--- src/hdl/char_lcd_nibble_interface_core_assert.svh ---
// Assertion macros shared by the character LCD interface modules.
// Depends on nothing; included by modules that carry checks.
`ifndef CHAR_LCD_NIBBLE_INTERFACE_CORE_ASSERT_SVH
`define CHAR_LCD_NIBBLE_INTERFACE_CORE_ASSERT_SVH

// Same-cycle implication, disabled during reset
`define CLNIB_ASSERT_NOW(label, clk, rst_n, ante, cons) \
    label: assert property (@(posedge clk) disable iff (!rst_n) (ante) |-> (cons)) \
        else $error("clnib check failed");

// Next-cycle implication, disabled during reset
`define CLNIB_ASSERT_NEXT(label, clk, rst_n, ante, cons) \
    label: assert property (@(posedge clk) disable iff (!rst_n) (ante) |=> (cons)) \
        else $error("clnib check failed");

`endif

--- src/hdl/clnib_pkg.sv ---
// Package for the character LCD 4-bit interface: types, codes and constants.
// Used by every module of the block; depends on nothing.
`timescale 1ns / 1ps

package clnib_pkg;

    // Default parameter values
    localparam int WAIT_WIDTH_DEF        = 16;
    localparam int SECOND_ROW_OFFSET_DEF = 64;

    // Decoupling queue
    localparam int QUEUE_DEPTH = 2;

    // Configuration register indexes
    localparam logic [1:0] CFG_PULSE_HIGH = 2'd0;
    localparam logic [1:0] CFG_NIBBLE_GAP = 2'd1;
    localparam logic [1:0] CFG_POWERUP    = 2'd2;
    localparam logic [1:0] CFG_INIT_FINAL = 2'd3;

    localparam logic [7:0]  PULSE_HIGH_RST = 8'd1;
    localparam logic [9:0]  NIBBLE_GAP_RST = 10'd50;
    localparam logic [15:0] POWERUP_RST    = 16'd40000;
    localparam logic [15:0] INIT_FINAL_RST = 16'd10000;

    // Request modes
    localparam logic [2:0] MODE_INIT    = 3'd0;
    localparam logic [2:0] MODE_DATA    = 3'd1;
    localparam logic [2:0] MODE_COMMAND = 3'd2;
    localparam logic [2:0] MODE_CURSOR  = 3'd3;
    localparam logic [2:0] MODE_CLEAR   = 3'd4;

    // Init sequence steps (none = plain request in flight)
    localparam logic [3:0] STEP_NONE     = 4'd0;
    localparam logic [3:0] STEP_WAKE1    = 4'd1;
    localparam logic [3:0] STEP_WAKE2    = 4'd2;
    localparam logic [3:0] STEP_WAKE3    = 4'd3;
    localparam logic [3:0] STEP_FOUR_BIT = 4'd4;
    localparam logic [3:0] STEP_FUNC_SET = 4'd5;
    localparam logic [3:0] STEP_DISP_ON  = 4'd6;
    localparam logic [3:0] STEP_ENTRY    = 4'd7;
    localparam logic [3:0] STEP_CLEAR    = 4'd8;

    // Panel command bytes and nibbles
    localparam logic [7:0] CMD_FUNC_SET  = 8'h28;
    localparam logic [7:0] CMD_DISP_ON   = 8'h0C;
    localparam logic [7:0] CMD_ENTRY     = 8'h06;
    localparam logic [7:0] CMD_CLEAR     = 8'h01;
    localparam logic [7:0] CMD_SET_DDRAM = 8'h80;
    localparam logic [3:0] NIB_WAKE      = 4'h3;
    localparam logic [3:0] NIB_FOUR_BIT  = 4'h2;

    // Fixed init waits in ticks
    localparam logic [15:0] WAIT_5MS   = 16'd5000;
    localparam logic [15:0] WAIT_150US = 16'd150;

    typedef enum logic [2:0] {
        PH_IDLE,
        PH_PWRUP,
        PH_EHIGH,
        PH_GAP,
        PH_EXTRA
    } phase_t;

    typedef struct packed {
        logic [7:0]  pulse_high_ticks;
        logic [9:0]  nibble_gap_ticks;
        logic [15:0] powerup_ticks;
        logic [15:0] init_final_ticks;
    } cfg_t;

    // Classified item, front to back
    typedef struct packed {
        logic       tick;
        logic       take;
        logic       is_init;
        logic [7:0] send_byte;
        logic       select;
    } item_t;

    typedef struct packed {
        logic       enable;
        logic       select;
        logic [3:0] data;
        logic       ready;
        logic       accepted;
    } result_t;

    // Command byte sent by an init step that sends a full byte
    function automatic logic [7:0] init_cmd(input logic [3:0] step);
        logic [7:0] c;
        begin
            c = CMD_CLEAR;
            case (step)
                STEP_FUNC_SET: c = CMD_FUNC_SET;
                STEP_DISP_ON:  c = CMD_DISP_ON;
                STEP_ENTRY:    c = CMD_ENTRY;
                default:       c = CMD_CLEAR;
            endcase
            return c;
        end
    endfunction

endpackage

--- src/hdl/clnib_front.sv ---
// Front end: decodes a request into a classified item for the back end.
// Depends on clnib_pkg.
`timescale 1ns / 1ps

module clnib_front #(
    parameter int SECOND_ROW_OFFSET = clnib_pkg::SECOND_ROW_OFFSET_DEF
) (
    input  logic                tick,
    input  logic                request,
    input  logic [2:0]          mode,
    input  logic [7:0]          byte_value,
    input  logic [5:0]          column,
    input  logic                row,
    output clnib_pkg::item_t    item
);

    logic [7:0] line_offset;
    logic [7:0] cursor_addr;

    // DDRAM address for set cursor, wrapped to 8 bits
    assign line_offset = row ? 8'(SECOND_ROW_OFFSET) : 8'd0;
    assign cursor_addr = {2'b00, column} + line_offset;

    // Mode decode
    always_comb
    begin
        item.tick      = tick;
        item.take      = request;
        item.is_init   = 1'b0;
        item.send_byte = byte_value;
        item.select    = 1'b0;
        unique case (mode)
            clnib_pkg::MODE_INIT:    item.is_init = 1'b1;
            clnib_pkg::MODE_DATA:    item.select = 1'b1;
            clnib_pkg::MODE_COMMAND: item.select = 1'b0;
            clnib_pkg::MODE_CURSOR:  item.send_byte = clnib_pkg::CMD_SET_DDRAM | cursor_addr;
            clnib_pkg::MODE_CLEAR:   item.send_byte = clnib_pkg::CMD_CLEAR;
            default:                 item.take = 1'b0;
        endcase
    end

endmodule

--- src/hdl/clnib_queue.sv ---
// Short FIFO of classified items between the front and back ends.
// Depends on clnib_pkg and the assertion macro header.
`timescale 1ns / 1ps
`include "char_lcd_nibble_interface_core_assert.svh"

module clnib_queue (
    input  logic                clk,
    input  logic                rst_n,
    input  logic                push_valid,
    output logic                push_ready,
    input  clnib_pkg::item_t    push_item,
    output logic                pop_valid,
    input  logic                pop,
    output clnib_pkg::item_t    pop_item
);

    localparam int DEPTH = clnib_pkg::QUEUE_DEPTH;
    localparam int AW    = (DEPTH > 1) ? $clog2(DEPTH) : 1;
    localparam int CW    = $clog2(DEPTH + 1);

    clnib_pkg::item_t mem [DEPTH];

    logic [AW-1:0] wr_ptr_reg, wr_ptr_next;
    logic [AW-1:0] rd_ptr_reg, rd_ptr_next;
    logic [CW-1:0] count_reg, count_next;
    logic          push;

    assign push_ready = (count_reg != CW'(DEPTH));
    assign pop_valid  = (count_reg != '0);
    assign push       = push_valid && push_ready;
    assign pop_item   = mem[rd_ptr_reg];

    // Pointer and fill count update
    always_comb
    begin
        wr_ptr_next = wr_ptr_reg;
        rd_ptr_next = rd_ptr_reg;
        count_next  = count_reg;
        if (push)
        begin
            wr_ptr_next = (wr_ptr_reg == AW'(DEPTH - 1)) ? '0 : wr_ptr_reg + AW'(1);
        end
        if (pop)
        begin
            rd_ptr_next = (rd_ptr_reg == AW'(DEPTH - 1)) ? '0 : rd_ptr_reg + AW'(1);
        end
        if (push && !pop)
        begin
            count_next = count_reg + CW'(1);
        end
        else if (pop && !push)
        begin
            count_next = count_reg - CW'(1);
        end
    end

    always_ff @(posedge clk or negedge rst_n)
    begin
        if (!rst_n)
        begin
            wr_ptr_reg <= '0;
            rd_ptr_reg <= '0;
            count_reg  <= '0;
        end
        else
        begin
            wr_ptr_reg <= wr_ptr_next;
            rd_ptr_reg <= rd_ptr_next;
            count_reg  <= count_next;
        end
    end

    // Entry storage
    always_ff @(posedge clk)
    begin
        if (push)
        begin
            mem[wr_ptr_reg] <= push_item;
        end
    end

    `CLNIB_ASSERT_NOW(a_queue_no_underflow, clk, rst_n, pop, count_reg != '0)
    `CLNIB_ASSERT_NEXT(a_queue_count_track, clk, rst_n, push && !pop,
        count_reg == $past(count_reg) + CW'(1))

endmodule

--- src/hdl/clnib_back.sv ---
// Back end: nibble sequencer, tick timer and result register.
// Depends on clnib_pkg and the assertion macro header.
`timescale 1ns / 1ps
`include "char_lcd_nibble_interface_core_assert.svh"

module clnib_back #(
    parameter int WAIT_WIDTH = clnib_pkg::WAIT_WIDTH_DEF
) (
    input  logic                clk,
    input  logic                rst_n,
    input  clnib_pkg::cfg_t     cfg,
    input  logic                item_valid,
    input  clnib_pkg::item_t    item,
    output logic                item_pop,
    output logic                out_valid,
    input  logic                out_ready,
    output clnib_pkg::result_t  result
);

    localparam logic [32:0] WAIT_MAX = (33'd1 << WAIT_WIDTH) - 33'd1;

    // Zero acts as one tick, long waits saturate at the counter's limit
    function automatic logic [WAIT_WIDTH-1:0] load_wait(input logic [15:0] v);
        logic [32:0] w;
        begin
            w = {17'd0, v};
            if (v == 16'd0)
            begin
                w = 33'd1;
            end
            if (w > WAIT_MAX)
            begin
                w = WAIT_MAX;
            end
            return w[WAIT_WIDTH-1:0];
        end
    endfunction

    clnib_pkg::phase_t     phase_reg, phase_next;
    logic [3:0]            step_reg, step_next;
    logic [WAIT_WIDTH-1:0] wait_reg, wait_next;
    logic [WAIT_WIDTH-1:0] wait_dec;
    logic [7:0]            held_reg, held_next;
    logic                  low_half_reg, low_half_next;
    logic                  select_reg, select_next;
    logic [3:0]            nibble_reg, nibble_next;
    logic                  enable_reg, enable_next;
    logic                  out_valid_reg;
    clnib_pkg::result_t    result_reg, result_next;
    logic                  acc;
    logic                  begin_en;
    logic [3:0]            begin_k;
    logic [7:0]            begin_byte;

    // Take the next queued item when the result register is free or being drained
    assign item_pop  = item_valid && (!out_valid_reg || out_ready);
    assign out_valid = out_valid_reg;
    assign result    = result_reg;
    assign wait_dec  = (wait_reg != '0) ? wait_reg - WAIT_WIDTH'(1) : wait_reg;

    // Next state
    always_comb
    begin
        phase_next    = phase_reg;
        step_next     = step_reg;
        wait_next     = wait_reg;
        held_next     = held_reg;
        low_half_next = low_half_reg;
        select_next   = select_reg;
        nibble_next   = nibble_reg;
        enable_next   = enable_reg;
        acc           = 1'b0;
        begin_en      = 1'b0;
        begin_k       = step_reg + 4'd1;
        begin_byte    = clnib_pkg::init_cmd(begin_k);
        if (item_pop)
        begin
            if (phase_reg == clnib_pkg::PH_IDLE)
            begin
                if (item.take)
                begin
                    acc       = 1'b1;
                    step_next = clnib_pkg::STEP_NONE;
                    if (item.is_init)
                    begin
                        select_next   = 1'b0;
                        enable_next   = 1'b0;
                        low_half_next = 1'b0;
                        phase_next    = clnib_pkg::PH_PWRUP;
                        wait_next     = load_wait(cfg.powerup_ticks);
                    end
                    else
                    begin
                        held_next     = item.send_byte;
                        select_next   = item.select;
                        low_half_next = 1'b1;
                        nibble_next   = item.send_byte[7:4];
                        enable_next   = 1'b1;
                        phase_next    = clnib_pkg::PH_EHIGH;
                        wait_next     = load_wait({8'd0, cfg.pulse_high_ticks});
                    end
                end
            end
            else if (item.tick)
            begin
                wait_next = wait_dec;
                if (wait_dec == '0)
                begin
                    unique case (phase_reg)
                        clnib_pkg::PH_PWRUP:
                        begin
                            begin_en = 1'b1;
                            begin_k  = clnib_pkg::STEP_WAKE1;
                        end
                        clnib_pkg::PH_EHIGH:
                        begin
                            enable_next = 1'b0;
                            phase_next  = clnib_pkg::PH_GAP;
                            wait_next   = load_wait({6'd0, cfg.nibble_gap_ticks});
                        end
                        clnib_pkg::PH_GAP:
                        begin
                            if (low_half_reg)
                            begin
                                low_half_next = 1'b0;
                                nibble_next   = held_reg[3:0];
                                enable_next   = 1'b1;
                                phase_next    = clnib_pkg::PH_EHIGH;
                                wait_next     = load_wait({8'd0, cfg.pulse_high_ticks});
                            end
                            else
                            begin
                                case (step_reg)
                                    clnib_pkg::STEP_NONE:
                                        phase_next = clnib_pkg::PH_IDLE;
                                    clnib_pkg::STEP_WAKE1:
                                    begin
                                        phase_next = clnib_pkg::PH_EXTRA;
                                        wait_next  = load_wait(clnib_pkg::WAIT_5MS);
                                    end
                                    clnib_pkg::STEP_WAKE2:
                                    begin
                                        phase_next = clnib_pkg::PH_EXTRA;
                                        wait_next  = load_wait(clnib_pkg::WAIT_150US);
                                    end
                                    clnib_pkg::STEP_CLEAR:
                                    begin
                                        phase_next = clnib_pkg::PH_EXTRA;
                                        wait_next  = load_wait(cfg.init_final_ticks);
                                    end
                                    default:
                                        begin_en = 1'b1;
                                endcase
                            end
                        end
                        clnib_pkg::PH_EXTRA:
                        begin
                            if (step_reg >= clnib_pkg::STEP_CLEAR)
                            begin
                                step_next  = clnib_pkg::STEP_NONE;
                                phase_next = clnib_pkg::PH_IDLE;
                            end
                            else
                            begin
                                begin_en = 1'b1;
                            end
                        end
                        default:
                            phase_next = clnib_pkg::PH_IDLE;
                    endcase
                end
            end
        end
        // Start the next init step
        if (begin_en)
        begin
            step_next = begin_k;
            case (begin_k) inside
                clnib_pkg::STEP_WAKE1, clnib_pkg::STEP_WAKE2, clnib_pkg::STEP_WAKE3:
                begin
                    nibble_next = clnib_pkg::NIB_WAKE;
                    enable_next = 1'b1;
                    phase_next  = clnib_pkg::PH_EHIGH;
                    wait_next   = load_wait({8'd0, cfg.pulse_high_ticks});
                end
                clnib_pkg::STEP_FOUR_BIT:
                begin
                    nibble_next = clnib_pkg::NIB_FOUR_BIT;
                    enable_next = 1'b1;
                    phase_next  = clnib_pkg::PH_EHIGH;
                    wait_next   = load_wait({8'd0, cfg.pulse_high_ticks});
                end
                clnib_pkg::STEP_FUNC_SET, clnib_pkg::STEP_DISP_ON,
                clnib_pkg::STEP_ENTRY, clnib_pkg::STEP_CLEAR:
                begin
                    held_next     = begin_byte;
                    select_next   = 1'b0;
                    low_half_next = 1'b1;
                    nibble_next   = begin_byte[7:4];
                    enable_next   = 1'b1;
                    phase_next    = clnib_pkg::PH_EHIGH;
                    wait_next     = load_wait({8'd0, cfg.pulse_high_ticks});
                end
                default:
                begin
                    step_next  = clnib_pkg::STEP_NONE;
                    phase_next = clnib_pkg::PH_IDLE;
                end
            endcase
        end
    end

    // Outputs: pin levels and status after this item
    always_comb
    begin
        result_next.enable   = enable_next;
        result_next.select   = select_next;
        result_next.data     = nibble_next;
        result_next.ready    = (phase_next == clnib_pkg::PH_IDLE);
        result_next.accepted = acc;
    end

    always_ff @(posedge clk or negedge rst_n)
    begin
        if (!rst_n)
        begin
            phase_reg     <= clnib_pkg::PH_IDLE;
            step_reg      <= clnib_pkg::STEP_NONE;
            wait_reg      <= '0;
            held_reg      <= '0;
            low_half_reg  <= 1'b0;
            select_reg    <= 1'b0;
            nibble_reg    <= '0;
            enable_reg    <= 1'b0;
            out_valid_reg <= 1'b0;
        end
        else
        begin
            phase_reg     <= phase_next;
            step_reg      <= step_next;
            wait_reg      <= wait_next;
            held_reg      <= held_next;
            low_half_reg  <= low_half_next;
            select_reg    <= select_next;
            nibble_reg    <= nibble_next;
            enable_reg    <= enable_next;
            if (item_pop)
            begin
                out_valid_reg <= 1'b1;
            end
            else if (out_ready)
            begin
                out_valid_reg <= 1'b0;
            end
        end
    end

    // Result register
    always_ff @(posedge clk)
    begin
        if (item_pop)
        begin
            result_reg <= result_next;
        end
    end

    `CLNIB_ASSERT_NOW(a_enable_only_in_pulse, clk, rst_n, enable_reg,
        phase_reg == clnib_pkg::PH_EHIGH)
    `CLNIB_ASSERT_NOW(a_step_in_range, clk, rst_n, 1'b1,
        step_reg <= clnib_pkg::STEP_CLEAR)
    `CLNIB_ASSERT_NEXT(a_timer_holds_without_tick, clk, rst_n,
        item_pop && !item.tick && phase_reg != clnib_pkg::PH_IDLE, $stable(wait_reg))

endmodule

--- src/hdl/char_lcd_nibble_interface_core.sv ---
// Top level of the character LCD 4-bit interface: config registers, front,
// queue and back end. Depends on clnib_pkg, clnib_front, clnib_queue, clnib_back.
`timescale 1ns / 1ps
//
//  channel  | handshake           | payload
//  ---------+---------------------+-----------------------------------------------
//  input    | in_valid/in_ready   | tick, request, mode, byte_value, column, row
//  output   | out_valid/out_ready | enable_pin, select_pin, data_pins, ready_res,
//           |                     | accepted
//  config   | cfg_write           | cfg_index, cfg_data
//
//  One item per cycle sustained while the output keeps draining; a transfer in
//  is written into the queue at its accepting edge, and the sequencer steps it
//  into the result register once that register is free or being drained.
//  The sequencer takes one queued item per cycle while the result register is
//  free or being drained; a two-entry queue absorbs a stalled output.
//  Reset empties the queue, puts the sequencer idle and loads register defaults;
//  the panel is not initialised until an init request is sent.

module char_lcd_nibble_interface_core #(
    parameter int WAIT_WIDTH        = clnib_pkg::WAIT_WIDTH_DEF,
    parameter int SECOND_ROW_OFFSET = clnib_pkg::SECOND_ROW_OFFSET_DEF
) (
    input  logic        clk,
    input  logic        rst_n,
    input  logic        in_valid,
    output logic        in_ready,
    input  logic        tick,
    input  logic        request,
    input  logic [2:0]  mode,
    input  logic [7:0]  byte_value,
    input  logic [5:0]  column,
    input  logic        row,
    output logic        out_valid,
    input  logic        out_ready,
    output logic        enable_pin,
    output logic        select_pin,
    output logic [3:0]  data_pins,
    output logic        ready_res,
    output logic        accepted,
    input  logic        cfg_write,
    input  logic [1:0]  cfg_index,
    input  logic [15:0] cfg_data
);

    clnib_pkg::cfg_t    cfg_reg;
    clnib_pkg::item_t   front_item;
    clnib_pkg::item_t   queue_item;
    clnib_pkg::result_t result;
    logic               queue_valid;
    logic               queue_pop;

    // Configuration registers
    always_ff @(posedge clk or negedge rst_n)
    begin
        if (!rst_n)
        begin
            cfg_reg.pulse_high_ticks <= clnib_pkg::PULSE_HIGH_RST;
            cfg_reg.nibble_gap_ticks <= clnib_pkg::NIBBLE_GAP_RST;
            cfg_reg.powerup_ticks    <= clnib_pkg::POWERUP_RST;
            cfg_reg.init_final_ticks <= clnib_pkg::INIT_FINAL_RST;
        end
        else if (cfg_write)
        begin
            unique case (cfg_index)
                clnib_pkg::CFG_PULSE_HIGH: cfg_reg.pulse_high_ticks <= cfg_data[7:0];
                clnib_pkg::CFG_NIBBLE_GAP: cfg_reg.nibble_gap_ticks <= cfg_data[9:0];
                clnib_pkg::CFG_POWERUP:    cfg_reg.powerup_ticks    <= cfg_data;
                clnib_pkg::CFG_INIT_FINAL: cfg_reg.init_final_ticks <= cfg_data;
                default:                   cfg_reg.init_final_ticks <= cfg_reg.init_final_ticks;
            endcase
        end
    end

    clnib_front #(
        .SECOND_ROW_OFFSET (SECOND_ROW_OFFSET)
    ) u_front (
        .tick       (tick),
        .request    (request),
        .mode       (mode),
        .byte_value (byte_value),
        .column     (column),
        .row        (row),
        .item       (front_item)
    );

    clnib_queue u_queue (
        .clk        (clk),
        .rst_n      (rst_n),
        .push_valid (in_valid),
        .push_ready (in_ready),
        .push_item  (front_item),
        .pop_valid  (queue_valid),
        .pop        (queue_pop),
        .pop_item   (queue_item)
    );

    clnib_back #(
        .WAIT_WIDTH (WAIT_WIDTH)
    ) u_back (
        .clk        (clk),
        .rst_n      (rst_n),
        .cfg        (cfg_reg),
        .item_valid (queue_valid),
        .item       (queue_item),
        .item_pop   (queue_pop),
        .out_valid  (out_valid),
        .out_ready  (out_ready),
        .result     (result)
    );

    assign enable_pin = result.enable;
    assign select_pin = result.select;
    assign data_pins  = result.data;
    assign ready_res  = result.ready;
    assign accepted   = result.accepted;

endmodule

--- config.mk ---
export PLATFORM = sky130hd
export DESIGN_NAME = char_lcd_nibble_interface_core
export DESIGN_NICKNAME = d
export VERILOG_FILES = /design/src/hdl/clnib_pkg.sv /design/src/hdl/clnib_front.sv /design/src/hdl/clnib_queue.sv /design/src/hdl/clnib_back.sv /design/src/hdl/char_lcd_nibble_interface_core.sv
export VERILOG_INCLUDE_DIRS = /design/src /design/src/hdl
export SDC_FILE = /design/constraint.sdc
export NUM_CORES = 1
export LEC_CHECK = 0
export ABC_AREA = 1
export BUFFER_PORTS_ARGS = -buffer_cell sky130_fd_sc_hd__buf_2
export CELL_PAD_IN_SITES_DETAIL_PLACEMENT = 1
export CELL_PAD_IN_SITES_GLOBAL_PLACEMENT = 2
export CORE_MARGIN = 10
export CORE_UTILIZATION = 39
export CTS_CLUSTER_SIZE = 24
export DETAILED_ROUTE_END_ITERATION = 8
export GPL_ROUTABILITY_DRIVEN = 0
export PLACE_DENSITY_LB_ADDON = 0.1
export SYNTH_ARGS = -nofsm -noshare
export SYNTH_HDL_FRONTEND = slang
export SYNTH_SLANG_ARGS = --single-unit
--- constraint.sdc ---
create_clock -name clk -period 3.98 [get_ports clk]
set_clock_uncertainty 0.05 [all_clocks]
set_input_delay 0.796 -clock clk [delete_from_list [all_inputs] [get_ports clk]]
set_output_delay 0.796 -clock clk [all_outputs]
set_load 0.1 [all_outputs]
* Word-level counts from Yosys, hierarchy flattened
Memories as Yosys holds them, arrays and structs flattened.
Cells that the tools add are included.
** Storage, ports and cells
- Register bits :: 101
- RAM bits :: 24
- Output and inout port bits :: 10
- Word-level logic and storage cells :: 266
- Memories kept :: 1
** Memory list
- u_queue.mem :: depth 2, width 12, rd ports 1, clocked after memory_dff 0, wr ports 1, line clnib_queue.sv:21 : clnib_pkg::item_t mem [DEPTH];
** Cells by class
- $add $sub $neg :: 7
- Order comparisons :: 9
- Eq/ne operators :: 27
- Multiplexer cells :: 164
- Reduce and logical (&&, ||, !) cells :: 37
** Operators with widths (count)
- 33-bit two-way mux :: 35
- 16-bit two-way mux :: 22
- 33-bit by 16-bit greater-than comparator with 1-bit output (second input constant) :: 8
- 4-bit two-way mux :: 28
- 8-bit two-way mux :: 9
- 16-bit logical NOT :: 3
- 16-bit case mux with 3 select lines :: 1
- 1-bit two-way mux :: 46
- 16-bit case mux with 2 select lines :: 1
- 3-bit two-way mux :: 10
- 4-bit by 3-bit equality test with 1-bit output (second input constant) :: 7
- 6-bit case mux with 3 select lines :: 1
- 8-bit case mux with 2 select lines :: 1
- 16-bit nonzero test :: 1
- 16-bit by 1-bit subtractor with 16-bit output (second input constant) :: 1
- 3-bit by 2-bit equality test with 1-bit output (second input constant) :: 4
- 4-bit by 2-bit equality test with 1-bit output (second input constant) :: 3
- 3-bit case mux with 4 select lines :: 1
- 3-bit nonzero test :: 4
- 10-bit logical NOT :: 1
- 10-bit two-way mux :: 1
- 3-bit logical NOT :: 3
- 4-bit by 1-bit equality test with 1-bit output (second input constant) :: 2
- 4-bit equality test (second input constant) :: 2
- other kinds (29) :: 49

* Logic depth before layout (Yosys ltp)
Gate-level depths: netlist (run 1).
- Word-level depth :: 22
- Gate-level depth with buffers :: 21
- Mapped depth without buffers :: 21

* Hierarchy
Synthesis (run 1) repeated with hierarchy kept, for this count alone.
** Unflattened totals
- Cells, all modules :: 1007
- Area total of the unflattened synthesis :: 7691.1 um^2
** Modules (own cells, without submodules)
- clnib_back :: times used 1, cells each 685, area each 4234.1 um^2, sequential area each 1116.1 um^2
- char_lcd_nibble_interface_core :: times used 1, cells each 224, area each 2168.3 um^2, sequential area each 1268.7 um^2
- clnib_queue :: times used 1, cells each 63, area each 1111.1 um^2, sequential area each 820.8 um^2
- clnib_front :: times used 1, cells each 35, area each 177.7 um^2, sequential area each 0.0 um^2

* Least setup slack after synthesis (run 1)
Ideal clock, no wire load.
- Kind :: register to register
- From :: register u_back.out_valid_reg, in the netlist u_back.out_valid
- To :: register u_back.result_reg (netlist bit u_back.result[2]) (data pin)
- Library setup time :: 0.264 ns
- Arrival time :: 2.361 ns
- Data required time :: 3.666 ns
- Path slack :: 1.306 ns
- Stages on the path, launching flop included :: 13
- Buffers on the path :: 0
- Cells stage by stage :: dfrtp_1 > inv_1 > nor2_1 > a21oi_4 > inv_2 > nor2_2 > inv_1 > nor2_1 > o21ai_0 > nor2_2 > nand2_2 > o211ai_1 > nand2_1
** On the way
- Word-level cells in the longest chain between the ends :: 10
- Elaborated cells between the ends (all ways) :: 20
- Classes of those cells :: eq/ne: 8; mux: 7; reduce/logical: 5
** Ends and longest elaborated chain
- start, declared :: line clnib_back.sv:48 : logic out_valid_reg;
- start signal, assigned :: line clnib_back.sv:235 : out_valid_reg <= 1'b0;
- start signal, assigned :: line clnib_back.sv:249 : out_valid_reg <= 1'b1;
- start signal, assigned :: line clnib_back.sv:253 : out_valid_reg <= 1'b0;
- 1-bit logical NOT * :: line clnib_back.sv:56 : assign item_pop = item_valid && (!out_valid_reg || out_ready);
- 1-bit logical OR * :: line clnib_back.sv:56
- 1-bit logical AND * :: line clnib_back.sv:56
- 4-bit two-way mux :: line clnib_back.sv:76 : if (item_pop)
- 4-bit equality test (no line) / 4-bit by 3-bit equality test with 1-bit output (equally long branches)
- 4-bit OR reduction :: line clnib_back.sv:178 : case (begin_k) inside
- 4-bit two-way mux (3 in a row) :: line clnib_back.sv:178
- 4-bit two-way mux * :: line clnib_back.sv:175 : if (begin_en)
- net u_back.nibble_next[0] :: line clnib_back.sv:46 : logic [3:0] nibble_reg, nibble_next;
- end signal, assigned :: line clnib_back.sv:263 : result_reg <= result_next;
- end, declared :: line clnib_back.sv:49 : clnib_pkg::result_t result_reg, result_next;
Mark *: on every way through the listed nets, which the timed path passes. The rest lies on a longest branch.
A chain may end at the register's enable or synchronous reset.

==> flow_summary.yaml, run 1 <==
timing:
  hold_viol: 0
  fin_hold_ws_ps: 410
  fin_crit_ps: 3640
  drv_slew: 0
  rsz0062_at_grt: "no"
  post-route-period-util_pct: 91.4
  fin_setup_tns_ps: 0
  timing.fmax_mhz: 275
  tightest_slew_ps: 1120
  slew-limit-headroom_pct: 25.3
  setup_viol: 0
worst_setup_path:
  cpMaxStageDelayCell: "nor2_1"
  arrival_ps: 3770
  worstSetupPathType: "reg2reg"
  cp-startpoint: "u_back.phase_reg[0]"
  crit_chain: "nor2_1, inv_1, nor2_2, inv_1, nor2_2, inv_1, nor2_1, inv_1, nand2_1, o21ai_0, nand2_1, nand2_1, nand3_1, nor2_1"
  crit_fanout: 13
  critPathBufInv: 4
  crit_required_ps: 4110
  critPathTopFamily: "simple AND/OR/NAND/NOR gates"
  cpMostUsedCell: "inv_1"
  r2r_start: "u_back.phase_reg[0]"
  slowest_delay_ps: 540
  cp-start-kind: "flip-flop"
  endpoint_kind: "flip-flop"
run:
  max_cap_violations: 0
layout:
  antenna_cells: 0
  multi_input_area_um2: 3560
  drive_gt1_share_pct: 15.9
  fillers: 2301
  largest_reg_flops: 50
  final_nets: 1070
  stdcell_area_um2: 8420
  synthToLayoutAreaGrowth_pct: 15.4
  regArea_um2: 3210
hold_path:
  min-delay-path-class: "in2async"
logic_synthesis:
  synth-compound-area-share_pct: 16.3
  synth_most_common_cell: "nand2_1"
  synth-edff-count: 32
  synth_top_family_by_area: "simple AND/OR/NAND/NOR gates"
  synthTopCellsByArea: "dfrtp_1 (26%), nand2_1 (14%), edfxtp_1 (13%)"
  synthTopCellsByCount: "nand2_1 (274), inv_1 (104), o21ai_0 (97), nor2_1 (96), dfrtp_1 (75)"
  synthMuxAreaShare_pct: 0.137
  synth_top_area_share_pct: 25.7
  yosysTopAreaCell: "dfrtp_1"
  yosys_warnings: 0
  seq_area_frac_synth_pct: 44.0
  synth-adder-area-share_pct: 1.20
  yosys_register_bits: 121
  yosys.area_share.simple_pct: 30.4
  synth_xor_area_share_pct: 0.721
  synth-async-reset-ratio_pct: 73.6
  syn_avg_cell_area_um2: 7.57
  synth_nets: 1013
  ys_types: 53
  syn_area_um2: 7290
  synth-main-ff-cell: "dfrtp_1"
  syn_inst: 963
clock_tree:
  cts.sinks: 121
  root_buffer: "clkbuf_16"
  clockBufferDepth: 2
  h-tree-depth: 4
  postCtsHoldBufs: 0
  cts_tree: "yes"
  cts_buffers: 17
  clkTransAtPathRegs_ps: 60
  insertion_delay_ps: 430
  cts_setup_buffers: 0
  ctsResizeCount: 0
routing:
  drt-wirelength-per-cell_um: 20.7
  dr.pass1.iters: 7
  detail_route.vias_per_cell: 5.42
  drt_wl_total_um: 26100
  ant_nets: 0
  via_count: 6834
  drt_iter0_markers: 485
  drcViolationCount: 0
die:
  rows: 49
  core_um2: 18200
  io-pin-count: 53
  die_x_um: 157
  start_util_pct: 40.1
  dieArea_um2: 24600
  die_h_um: 157
power:
  ir_drop_mv: 0.409
  power_density_nw_per_um2: 883
  p_leak_nw: 3.98
place:
  place_hpwl_um: 19800
  port-buffer-count: 52
  placedInstanceArea_um2: 7800
grt:
  grt_max_degree: 64
  grt_pass1_vias: 7082
  grt_pass1_wl_um: 41100
  antenna_found_initial: 0
  grt.met2_usage_pct: 32.8
  grtUsageTotal_pct: 21.6
  gr-total-overflow: 0
  use_met3_pct: 4.74
  use_met1_pct: 30.8
  top_usage_layer: "met2"
status:
  status: "complete, no violations"
## where the power goes
group          switching, mW  leakage (nW)  total (mW)  internal, mW
Sequential             0.401          1.37        2.11          1.71
Combinational           2.71          2.31        3.67         0.964
Clock                  0.653         0.301        1.65         0.999
Total                   3.76          3.98        7.44          3.68
## metal layers
| metal | vias up | part of all wire, % |
|---|---|---|
| met3 | 13 | 5.1 |
| met5 | - | 0 |
| met4 | 0 | 0.82 |
| li1 | 3315 | - |
| met1 | 3342 | 50 |
| met2 | 164 | 44 |
## kinds of logic (layout without fill, tap and decap cells)
logic type               count (synthesis)  after routing
AO/OA/AOI/OAI                          203            203
multiplexers                             1              1
XOR/XNOR                                 6              6
buffers and inverters                  136            206
flip-flops                             121            121
adder cells (fa/ha/maj)                  7              7
AND/OR/NAND/NOR                        489            489
## layout by cell type, fill, tap and decap left out, types with 3 or more instances in the layout
| cell type | instances |
|---|---|
| clkbuf_16 | 17 |
| nor3_1 | 9 |
| nand2_1 | 274 |
| nor2_4 | 7 |
| a21oi_1 | 33 |
| a31oi_1 | 3 |
| o211ai_1 | 11 |
| dfrtp_1 | 75 |
| inv_6 | 5 |
| ha_1 | 7 |
| inv_2 | 9 |
| nor2_2 | 10 |
| nand2_4 | 5 |
| o21ai_0 | 97 |
| buf_4 | 9 |
| bufinv_16 | 3 |
| nor4_1 | 4 |
| o21ai_1 | 13 |
| edfxtp_1 | 32 |
| dfstp_2 | 14 |
| buf_2 | 51 |
| inv_1 | 104 |
| o22ai_1 | 5 |
| a22o_1 | 6 |
| a22oi_1 | 15 |
| o221ai_1 | 5 |
| nand3_1 | 41 |
| clkinv_4 | 3 |
| nand4_1 | 16 |
| nand2_2 | 14 |
| xor2_1 | 4 |
| nor2_1 | 96 |
## final cells by class
| type | count | area share, % |
|---|---|---|
| Multi-Input combinational cell | 706 | 42.3 |
| Sequential cell | 121 | 38.1 |
| Inverter | 114 | 5.08 |
| Clock buffer | 17 | 5.05 |
| Timing Repair Buffer | 60 | 3.83 |
| Tap cell | 229 | 3.40 |
| Clock inverter | 15 | 2.24 |
## metrics by stage
step	power [mW]	setup WS, ps	std cells	utilization (%)
5_1_grt	7.93	125	1262	46.2
3_3_place_gp	5.71	319	1230	42.9
3_5_place_dp	5.73	330	1230	42.9
6_report	7.44	342	1262	46.2
4_1_cts	7.40	308	1262	46.2
2_1_floorplan	4.59	1310	963	-
## path summary, 6_finish.rpt
check | to | slack, ps | cells after the start
worst max-delay path | u_back.result[1] | 340 | 14
worst min-delay path | cfg_reg[48] | 410 | 1
worst max register to register | u_back.result[1] | 340 | 14
worst min register to register | u_queue.count_reg[0] | 430 | 1
max in group asynchronous | u_back.wait_reg[11] | 2640 | 2
min in group clk | u_queue.count_reg[0] | 430 | 1
(Power assumes the default switching activity.)
==> run 2, diff against run 1 <==
- MAX_ROUTING_LAYER: default -> met4
==> flow_summary.yaml, run 2 (synthesis results as in run 1) <==
worst_setup_path:
  r2r-end: "u_back.result[1]"
  slowest_delay_ps: 540
  critPathCapture: "u_back.result[1]"
  arrival_ps: 3760
  worstSetupPathType: "reg2reg"
  crit_required_ps: 4120
  cpMostUsedCell: "inv_1"
  rr_worst_depth: 14
  crit_chain: "nor2_1, inv_1, nor2_2, inv_1, nor2_2, inv_1, nor2_1, inv_1, nand2_1, o21ai_0, nand2_1, nand2_1, nand3_1, nor2_1"
  cp-startpoint: "u_back.phase_reg[0]"
  cpMaxStageDelayCell: "nor2_1"
  cp-start-kind: "flip-flop"
  reg2reg_slack_ps: 360
  endpoint_kind: "flip-flop"
  critPathBufInv: 4
  crit_fanout: 13
  critPathTopFamily: "simple AND/OR/NAND/NOR gates"
  crit_cells: 14
  r2r_start: "u_back.phase_reg[0]"
grt:
  gr-total-overflow: 0
  grt_max_degree: 64
  grt_pass1_wl_um: 41000
  grtUsageTotal_pct: 22.3
  antenna_found_initial: 0
  grt_pass1_vias: 7072
timing:
  post-route-period-util_pct: 91.0
  slew-limit-headroom_pct: 23.1
  setup_viol: 0
  fin_crit_ps: 3620
  drv_slew: 0
  fin_setup_tns_ps: 0
  fin_hold_ws_ps: 421
  tightest_slew_ps: 1150
  rsz0062_at_grt: "no"
  timing.fmax_mhz: 276
  hold_viol: 0
routing:
  detail_route.vias_per_cell: 5.42
  ant_nets: 0
  via_count: 6844
  drcViolationCount: 0
  drt-wirelength-per-cell_um: 20.7
  drt_wl_total_um: 26200
  drt_iter0_markers: 410
  dr.pass1.iters: 5
die:
  die_h_um: 157
  dieArea_um2: 24600
  core_um2: 18200
  rows: 49
  die_x_um: 157
  io-pin-count: 53
  start_util_pct: 40.1
power:
  p_leak_nw: 3.98
  total_power_mw: 7.44
  power_density_nw_per_um2: 884
  ir_drop_mv: 0.408
status:
  status: "complete, no violations"
hold_path:
  min-delay-path-class: "in2async"
layout:
  most-common-layout-cells: "nand2_1 (274), inv_1 (104), o21ai_0 (97), nor2_1 (96), dfrtp_1 (75)"
  synthToLayoutAreaGrowth_pct: 15.4
  drive_gt1_share_pct: 15.9
  final_nets: 1070
  fillers: 2301
  final_common_cell: "nand2_1"
  antenna_cells: 0
  largest_reg_flops: 50
clock_tree:
  cts_setup_buffers: 0
  insertion_delay_ps: 430
  postCtsHoldBufs: 0
  root_buffer: "clkbuf_16"
  cts_tree: "yes"
  cts.sinks: 121
  ctsResizeCount: 0
  clkTransAtPathRegs_ps: 60
  clockBufferDepth: 2
  cts_buffers: 17
  h-tree-depth: 4
run:
  max_cap_violations: 0
place:
  place_hpwl_um: 19800
  port-buffer-count: 52
==> run 2: power by group <==
group	total [mW]	switching [mW]	internal [mW]
combinational	3.66	2.70	0.964
sequential	2.12	0.406	1.71
clock	1.66	0.657	0.999
total	7.44	3.76	3.68
==> run 2: worst min path at each step <==
stage                    startpoint                    to  slack, ps
2_1_floorplan  u_queue.count_reg[0]  u_queue.count_reg[0]        400
3_3_place_gp   u_queue.count_reg[0]  u_queue.count_reg[0]        410
3_5_place_dp   u_queue.count_reg[0]  u_queue.count_reg[0]        420
4_1_cts        u_queue.count_reg[0]  u_queue.count_reg[0]        430
5_1_grt        u_queue.count_reg[0]  u_queue.count_reg[0]        460
6_report                      rst_n           cfg_reg[43]        420
==> run 2: per-stage QoR <==
step	utilization [%]	setup WS (ps)	instances	cell area, um2
after floorplan	-	1310	963	7290
after global placement	42.9	319	1230	7800
after detailed placement	42.9	330	1230	7800
after CTS	46.2	308	1262	8420
after global routing	46.2	124	1262	8420
final	46.2	359	1262	8420
==> run 2: routing by layer <==
metal | up-vias | GRT usage (%) | share of wire, %
li1 | 3321 | - | -
met1 | 3321 | 31.0 | 50
met2 | 183 | 32.9 | 44
met3 | 19 | 4.28 | 5.0
met4 | 0 | 4.54 | 1.0
met5 | - | - | 0
==> run 2: final cells by class <==
| cell class | instances | area [um2] | share of cell area (%) |
|---|---|---|---|
| flip-flops and latches | 121 | 3210 | 38.1 |
| clock inverters | 15 | 189 | 2.24 |
| clock buffers | 17 | 425 | 5.05 |
| repair buffers | 60 | 323 | 3.83 |
| well taps | 229 | 287 | 3.40 |
| inverters | 114 | 428 | 5.08 |
| multi-input cells | 706 | 3560 | 42.3 |
==> run 3, diff against run 2 <==
- CORE_ASPECT_RATIO: default -> 1.25
==> flow_summary.yaml, run 3 (synthesis results as in run 1) <==
worst_setup_path:
  r2r_start: "u_back.phase_reg[0]"
  r2r-end: "u_back.result[1]"
  crit_required_ps: 4120
  endpoint_kind: "flip-flop"
  rr_worst_depth: 14
  worstSetupPathType: "reg2reg"
  crit_fanout: 13
  cp-start-kind: "flip-flop"
  reg2reg_slack_ps: 210
  arrival_ps: 3910
place:
  place_hpwl_um: 19900
  numPlacedInstances: 1231
  port-buffer-count: 52
grt:
  grtUsageTotal_pct: 21.8
  grt_pass1_vias: 7239
  grt_pass1_wl_um: 41200
  gr-total-overflow: 0
  antenna_found_initial: 0
  grt_max_degree: 44
layout:
  drive_gt1_share_pct: 15.9
  layout.cells.non_filler: 1263
  final_common_cell: "nand2_1"
  most-common-layout-cells: "nand2_1 (274), inv_1 (104), o21ai_0 (97), nor2_1 (96), dfrtp_1 (75)"
  final_nets: 1072
  antenna_cells: 0
  largest_reg_flops: 50
  fillers: 2294
  synthToLayoutAreaGrowth_pct: 14.8
die:
  core_um2: 18200
  die_x_um: 142
  dieArea_um2: 24600
  io-pin-count: 53
  rows: 55
  start_util_pct: 40.0
  die_h_um: 173
clock_tree:
  root_buffer: "clkbuf_16"
  cts_tree: "yes"
  cts.sinks: 121
  clkTransAtPathRegs_ps: 60
  insertion_delay_ps: 430
  clockBufferDepth: 2
  cts_buffers: 17
  ctsResizeCount: 0
  postCtsHoldBufs: 0
  h-tree-depth: 4
  cts_setup_buffers: 0
power:
  p_int_mw: 3.56
  p_clk_share_pct: 20.2
  total_power_mw: 7.28
  power_density_nw_per_um2: 870
  ir_drop_mv: 0.458
  switchingPower_mw: 3.72
  switching_share_pct: 51.1
  comb_power_share_pct: 51.0
  p_leak_nw: 3.95
  pwr-share-seq_pct: 28.8
timing:
  slew-limit-headroom_pct: 23.2
  setup_viol: 0
  drv_slew: 0
  timing.fmax_mhz: 265
  rsz0062_at_grt: "no"
  post-route-period-util_pct: 94.8
  fin_setup_tns_ps: 0
  fin_crit_ps: 3770
  hold_viol: 0
  tightest_slew_ps: 1150
routing:
  drt_wl_total_um: 25900
  drcViolationCount: 0
  drt-wirelength-per-cell_um: 20.5
  dr.pass1.iters: 5
  via_count: 6928
  drt_iter0_markers: 480
  detail_route.vias_per_cell: 5.49
  ant_nets: 0
run:
  max_cap_violations: 0
status:
  status: "complete, no violations"
hold_path:
  min-delay-path-class: "in2async"
-- run 3: changes by cell type in the layout (fill, tap and decap cells not counted) --
cell,before,now
buf_4,9,11
bufinv_16,3,1
clkbuf_1,0,1
clkinv_2,2,4
clkinv_4,3,2
clkinvlp_4,1,4
inv_6,5,3
inv_8,1,0
-- run 3: critical path, cell delays in order (launching register included) --
cell,delay [ps]
dfrtp_1,490
nor2_1,180
inv_1,90
nor2_2,320
inv_1,400
nor2_2,350
inv_1,230
nor2_1,570
inv_1,140
nand2_1,270
o21ai_0,140
nand2_1,90
nand2_1,50
nand3_1,100
nor2_1,40
-- run 3: power groups by stage --
stage	Combinational [mW]	Sequential, mW	Clock (mW)
after floorplan	2.30	2.29	0
after global placement	3.63	2.10	0
after detailed placement	3.67	2.11	0
after CTS	3.69	2.09	1.50
after global routing	4.10	2.15	1.55
final	3.71	2.10	1.47
-- run 3: final cells by class --
class                      count  area (um2)  share of cell area, %
clock inverter                14         124                   1.48
inverter                     114         428                   5.11
clock buffer                  18         429                   5.13
timing repair buffer          62         338                   4.04
tap                          228         285                   3.41
sequential                   121        3210                   38.3
multi-input combinational    706        3560                   42.5
-- run 3: worst max path at each step --
stage | start | endpoint | cells after the start
after floorplan | u_back.out_valid | u_back.result[2] | 12
after global placement | u_back.phase_reg[0] | u_back.result[1] | 14
after global routing | u_back.phase_reg[0] | u_back.result[1] | 14
after CTS | u_back.phase_reg[0] | u_back.result[1] | 14
final | u_back.phase_reg[0] | u_back.result[1] | 14
after detailed placement | u_back.phase_reg[0] | u_back.result[1] | 14
-- run 3: per-layer routing --
layer,GRT usage (%),part of all wire (%),vias to the layer above
li1,-,-,3321
met1,29.2,47,3376
met2,32.7,47,184
met3,2.96,3.7,47
met4,8.02,2.7,0
met5,-,0,-
-- run 3: per-stage QoR --
step	instance area [um2]	hold slack (ps)	worst slack, ps	utilization, %
floorplan	7290	396	1310	-
global placement	7820	412	282	42.9
detailed placement	7820	429	294	42.9
CTS	8370	322	284	45.9
global route	8370	348	22.5	45.9
finish	8370	306	209	45.9
